**config.mk**
```make
export PLATFORM = sky130hd
export DESIGN_NAME = elts_div_cell
export DESIGN_NICKNAME = d
export VERILOG_FILES = /design/src/elts_div_cell.sv
export SDC_FILE = /design/constraint.sdc
export NUM_CORES = 1
export LEC_CHECK = 0
export BUFFER_PORTS_ARGS = -buffer_cell sky130_fd_sc_hd__buf_2
export CORE_ASPECT_RATIO = 0.8
export CORE_MARGIN = 4
export CORE_UTILIZATION = 47
export CTS_CLUSTER_DIAMETER = 30
export DETAILED_ROUTE_END_ITERATION = 6
export PLACE_DENSITY_LB_ADDON = 0.12
export SYNTH_ARGS = -nofsm -noshare
export SYNTH_HDL_FRONTEND = slang
export SYNTH_SLANG_ARGS = --single-unit
```
**constraint.sdc**
```tcl
create_clock -name clk_i -period 2.9 [get_ports clk_i]
set_input_delay 0.435 -clock clk_i [delete_from_list [all_inputs] [get_ports clk_i]]
set_output_delay 0.435 -clock clk_i [all_outputs]
set_load 0.02 [all_outputs]
```
**src/elts_div_cell.sv**
```systemverilog
module elts_div_cell #(
  parameter int unsigned NW = 32,
  parameter int unsigned DW = 16,
  parameter int unsigned SW = 17
) (
  input  logic          clk_i,
  input  logic          en_i,
  input  logic [DW-1:0] rem_i,
  input  logic [NW-1:0] nq_i,
  input  logic [DW-1:0] dm_i,
  input  logic [SW-1:0] side_i,
  output logic [DW-1:0] rem_o,
  output logic [NW-1:0] nq_o,
  output logic [DW-1:0] dm_o,
  output logic [SW-1:0] side_o
);

  logic [DW:0]   trial;
  logic [DW:0]   diff;
  logic          ge;
  logic [DW-1:0] rem_d;
  logic [NW-1:0] nq_d;

  // one restoring step: bring down the next numerator bit, try the subtract
  always_comb begin
    trial = {rem_i, nq_i[NW-1]};
    ge    = trial >= {1'b0, dm_i};
    diff  = trial - {1'b0, dm_i};
    rem_d = ge ? diff[DW-1:0] : trial[DW-1:0];
    nq_d  = {nq_i[NW-2:0], ge};
  end

  always_ff @(posedge clk_i) begin
    if (en_i) begin
      rem_o  <= rem_d;
      nq_o   <= nq_d;
      dm_o   <= dm_i;
      side_o <= side_i;
    end
  end

endmodule

```
==> results_dict.tcl <==
set metrics [dict create \
    worst_slew_pin_slew_ns 0.602 \
    core_area_um2 7390 \
    ys_types 39 \
    setup_ws_ns 0.491 \
    power_uw 2900 \
    critPathRequiredTime_ns 3.00 \
    final_common_cell "buf_2" \
    cts_inserted_buffers 9 \
    fmax_mhz 415 \
    drive_gt1_share_pct 49.3 \
    drt_wl_total_mm 8.65 \
    yosys.area.top_type_share_pct 68.0 \
    clk_transition_reported_paths_ns 0.09 \
    port_buffers 163 \
    synth.mux.area_fraction_pct 5.28 \
    fp-row-count 28 \
    synth_largest_area_cell "edfxtp_1" \
    fp.dieW_um 106 \
    antenna_found_initial 0 \
    dp_slack_ns 0.133 \
    die_area_um2 9080 \
    clock-sinks 81 \
    synth_area_leaders "edfxtp_1 (68%), ha_1 (5.6%), mux2_4 (2.5%)" \
    initial_core_util_pct 48.4 \
    grt_max_degree 45 \
    arrival_ns 2.51 \
    cpPeakStageDelay_ns 0.36 \
    netlist_instances 236 \
    synthToLayoutAreaGrowth_pct 34.0 \
    slowest_stage "ha_1" \
    status "finished clean" \
    synth_warnings 0 \
    drt_pre_antenna_iters 6 \
    path_max_fanout 10 \
    n_fill_cell 611 \
    synth_area_per_cell_um2 15.2 \
    fin_cells 529 \
    vdd_drop_max_mv 0.242 \
    ys_seq_area_share_pct 68.0 \
    place.gp.congestion 0.874 \
    fin_crit_sh_pct 83.1 \
    grt_setup_unrepaired "no" \
    ios 164 \
    avgRoutedWirePerCell_um 16.3 \
    crit_type "in -> reg" \
    grt_pass1_vias 2610 \
    drc_errors 0 \
    yosys_register_bits 81 \
    ctsResizeCount 0 \
    synth_top_family_by_area "compound AO/OA/AOI/OAI gates" \
    clockBufferDepth 2 \
    cp-start-kind "input pin" \
    diodes 0 \
    synth-xor-area-share_pct 2.20 \
    min_path_type "in -> reg" \
    worst_setup_path_end_kind "register" \
    finalSetupViolCount 0 \
    placedCellCount 513 \
    viasPerCell 4.93 \
    synthSimpleGateAreaFrac_pct 4.62 \
    syn_area_um2 3580 \
    startpoint "rem_i[4]" \
    post-cts-setup-buffers 0 \
    synthAdderAreaFrac_pct 6.16 \
    most-common-layout-cells "buf_2 (162), edfxtp_1 (81), inv_1 (22), ha_1 (16)" \
    p_per_area_nw_per_um2 605 \
    grt_pass1_wl_mm 13.4 \
    hold_buffers 0 \
    cp_cell_sequence "buf_2 -> ha_1 -> o21ai_0 -> o211ai_1 -> o21ai_2 -> o211ai_2 -> a31oi_4 -> buf_4 -> mux2_2" \
    cts_tree "built" \
    die_h_um 86.0 \
    min_period_ns 2.41 \
    hold_ws_ns 0.250 \
    htreeDepth 3 \
    nets 519 \
    grt_overflow_total 0 \
    dp_hpwl_mm 6.70 \
    clock_tree.root_cell "clkbuf_8" \
    maxSlewHeadroom_pct 59.9 \
    hp-start "nq_i[14]" \
    drv_cap 0 \
    hold_viol_final 0 \
    drtIter0Drc 113 \
    finalSetupTns_ns 0 \
    p_leak_uw 0.00216 \
    grt_util_all_layers_pct 19.3 \
    synth_compound_area_share_pct 10.6 \
    antenna_left 0 \
    slew_viol_final 0 \
    synth_nets 336 \
    vias 2609 \
]
-- critical path: cells and delay by family --
kind / cells / cell delay (ns)
buf+inv: 2 / 0.35
fa+ha+maj: 1 / 0.36
compound gates: 5 / 1.00
mux: 1 / 0.36
-- cells by family (layout without fill, tap and decap cells) --
logic type,after synthesis,after routing
xor+xnor,9,9
flops,81,81
mux,15,15
compound gates,55,55
buf+inv,26,214
fa+ha+maj,17,17
simple gates,33,33
-- routing by layer --
metal  wire length (um)  track usage [%]  share of wire, %
met5                  0                0                 0
met1               3550             23.6                41
met2               4130             31.7                48
met4                208             7.18               2.4
met3                757             6.85               8.8
-- layout make-up --
class	instances	area [um^2]	share of cell area (%)
multi-input cells	129	1030	21.5
clock inverters	7	77.6	1.62
well taps	105	131	2.74
clock buffers	9	124	2.58
inverters	22	82.6	1.72
flip-flops and latches	81	2430	50.7
repair buffers	176	916	19.1
-- sequential cells by signal (all words and copies together) (netlist names) --
signal and count:
side_o 17, rem_o 16, nq_o 32, dm_o 16
-- per-stage QoR --
stage / utilization [%] / cell area (um^2)
6_report: 64.9 / 4790
5_1_grt: 64.9 / 4790
4_1_cts: 64.9 / 4790
3_5_place_dp: 62.1 / 4590
3_3_place_gp: 62.1 / 4590
2_1_floorplan: - / 3580
-- worst paths after layout --
| path | to | slack [ns] | cells past startpoint |
|---|---|---|---|
| worst min-delay path | nq_o[15] | 0.25 | 1 |
| worst max-delay path | rem_o[5] | 0.49 | 9 |
-- where the power goes --
group	total, uW	internal (uW)	switching, uW
combinational	626	255	371
sequential	1440	1420	23.7
clock	835	405	430
total	2900	2080	824
-- synth_stat cells --
library cell and n:
nand3_1 3, a311o_1 1, nor2b_1 3, a32o_1 1, nand3b_1 1, o211a_1 1
o211ai_1 1, clkbuf_2 1, fa_1 1, o211ai_2 1, o21ai_0 12, a21oi_1 14
or4_4 1, nor3_1 1, edfxtp_1 81, o21a_1 3, buf_6 1, mux2i_1 2
buf_4 2, o21ai_2 1, nand2_1 8, a31oi_4 1, nand4_1 2, o31a_1 2
xor2_1 3, o22ai_1 1, a211oi_1 5, ha_1 16, a211o_1 1, mux2_4 6
o31ai_1 1, inv_1 22, mux2_2 7, xnor2_1 6, nor3b_1 1, a21boi_0 2
a21o_1 7, nand4_2 1, nor2_1 12
No activity file was read; power rests on OpenSTA's default activity.
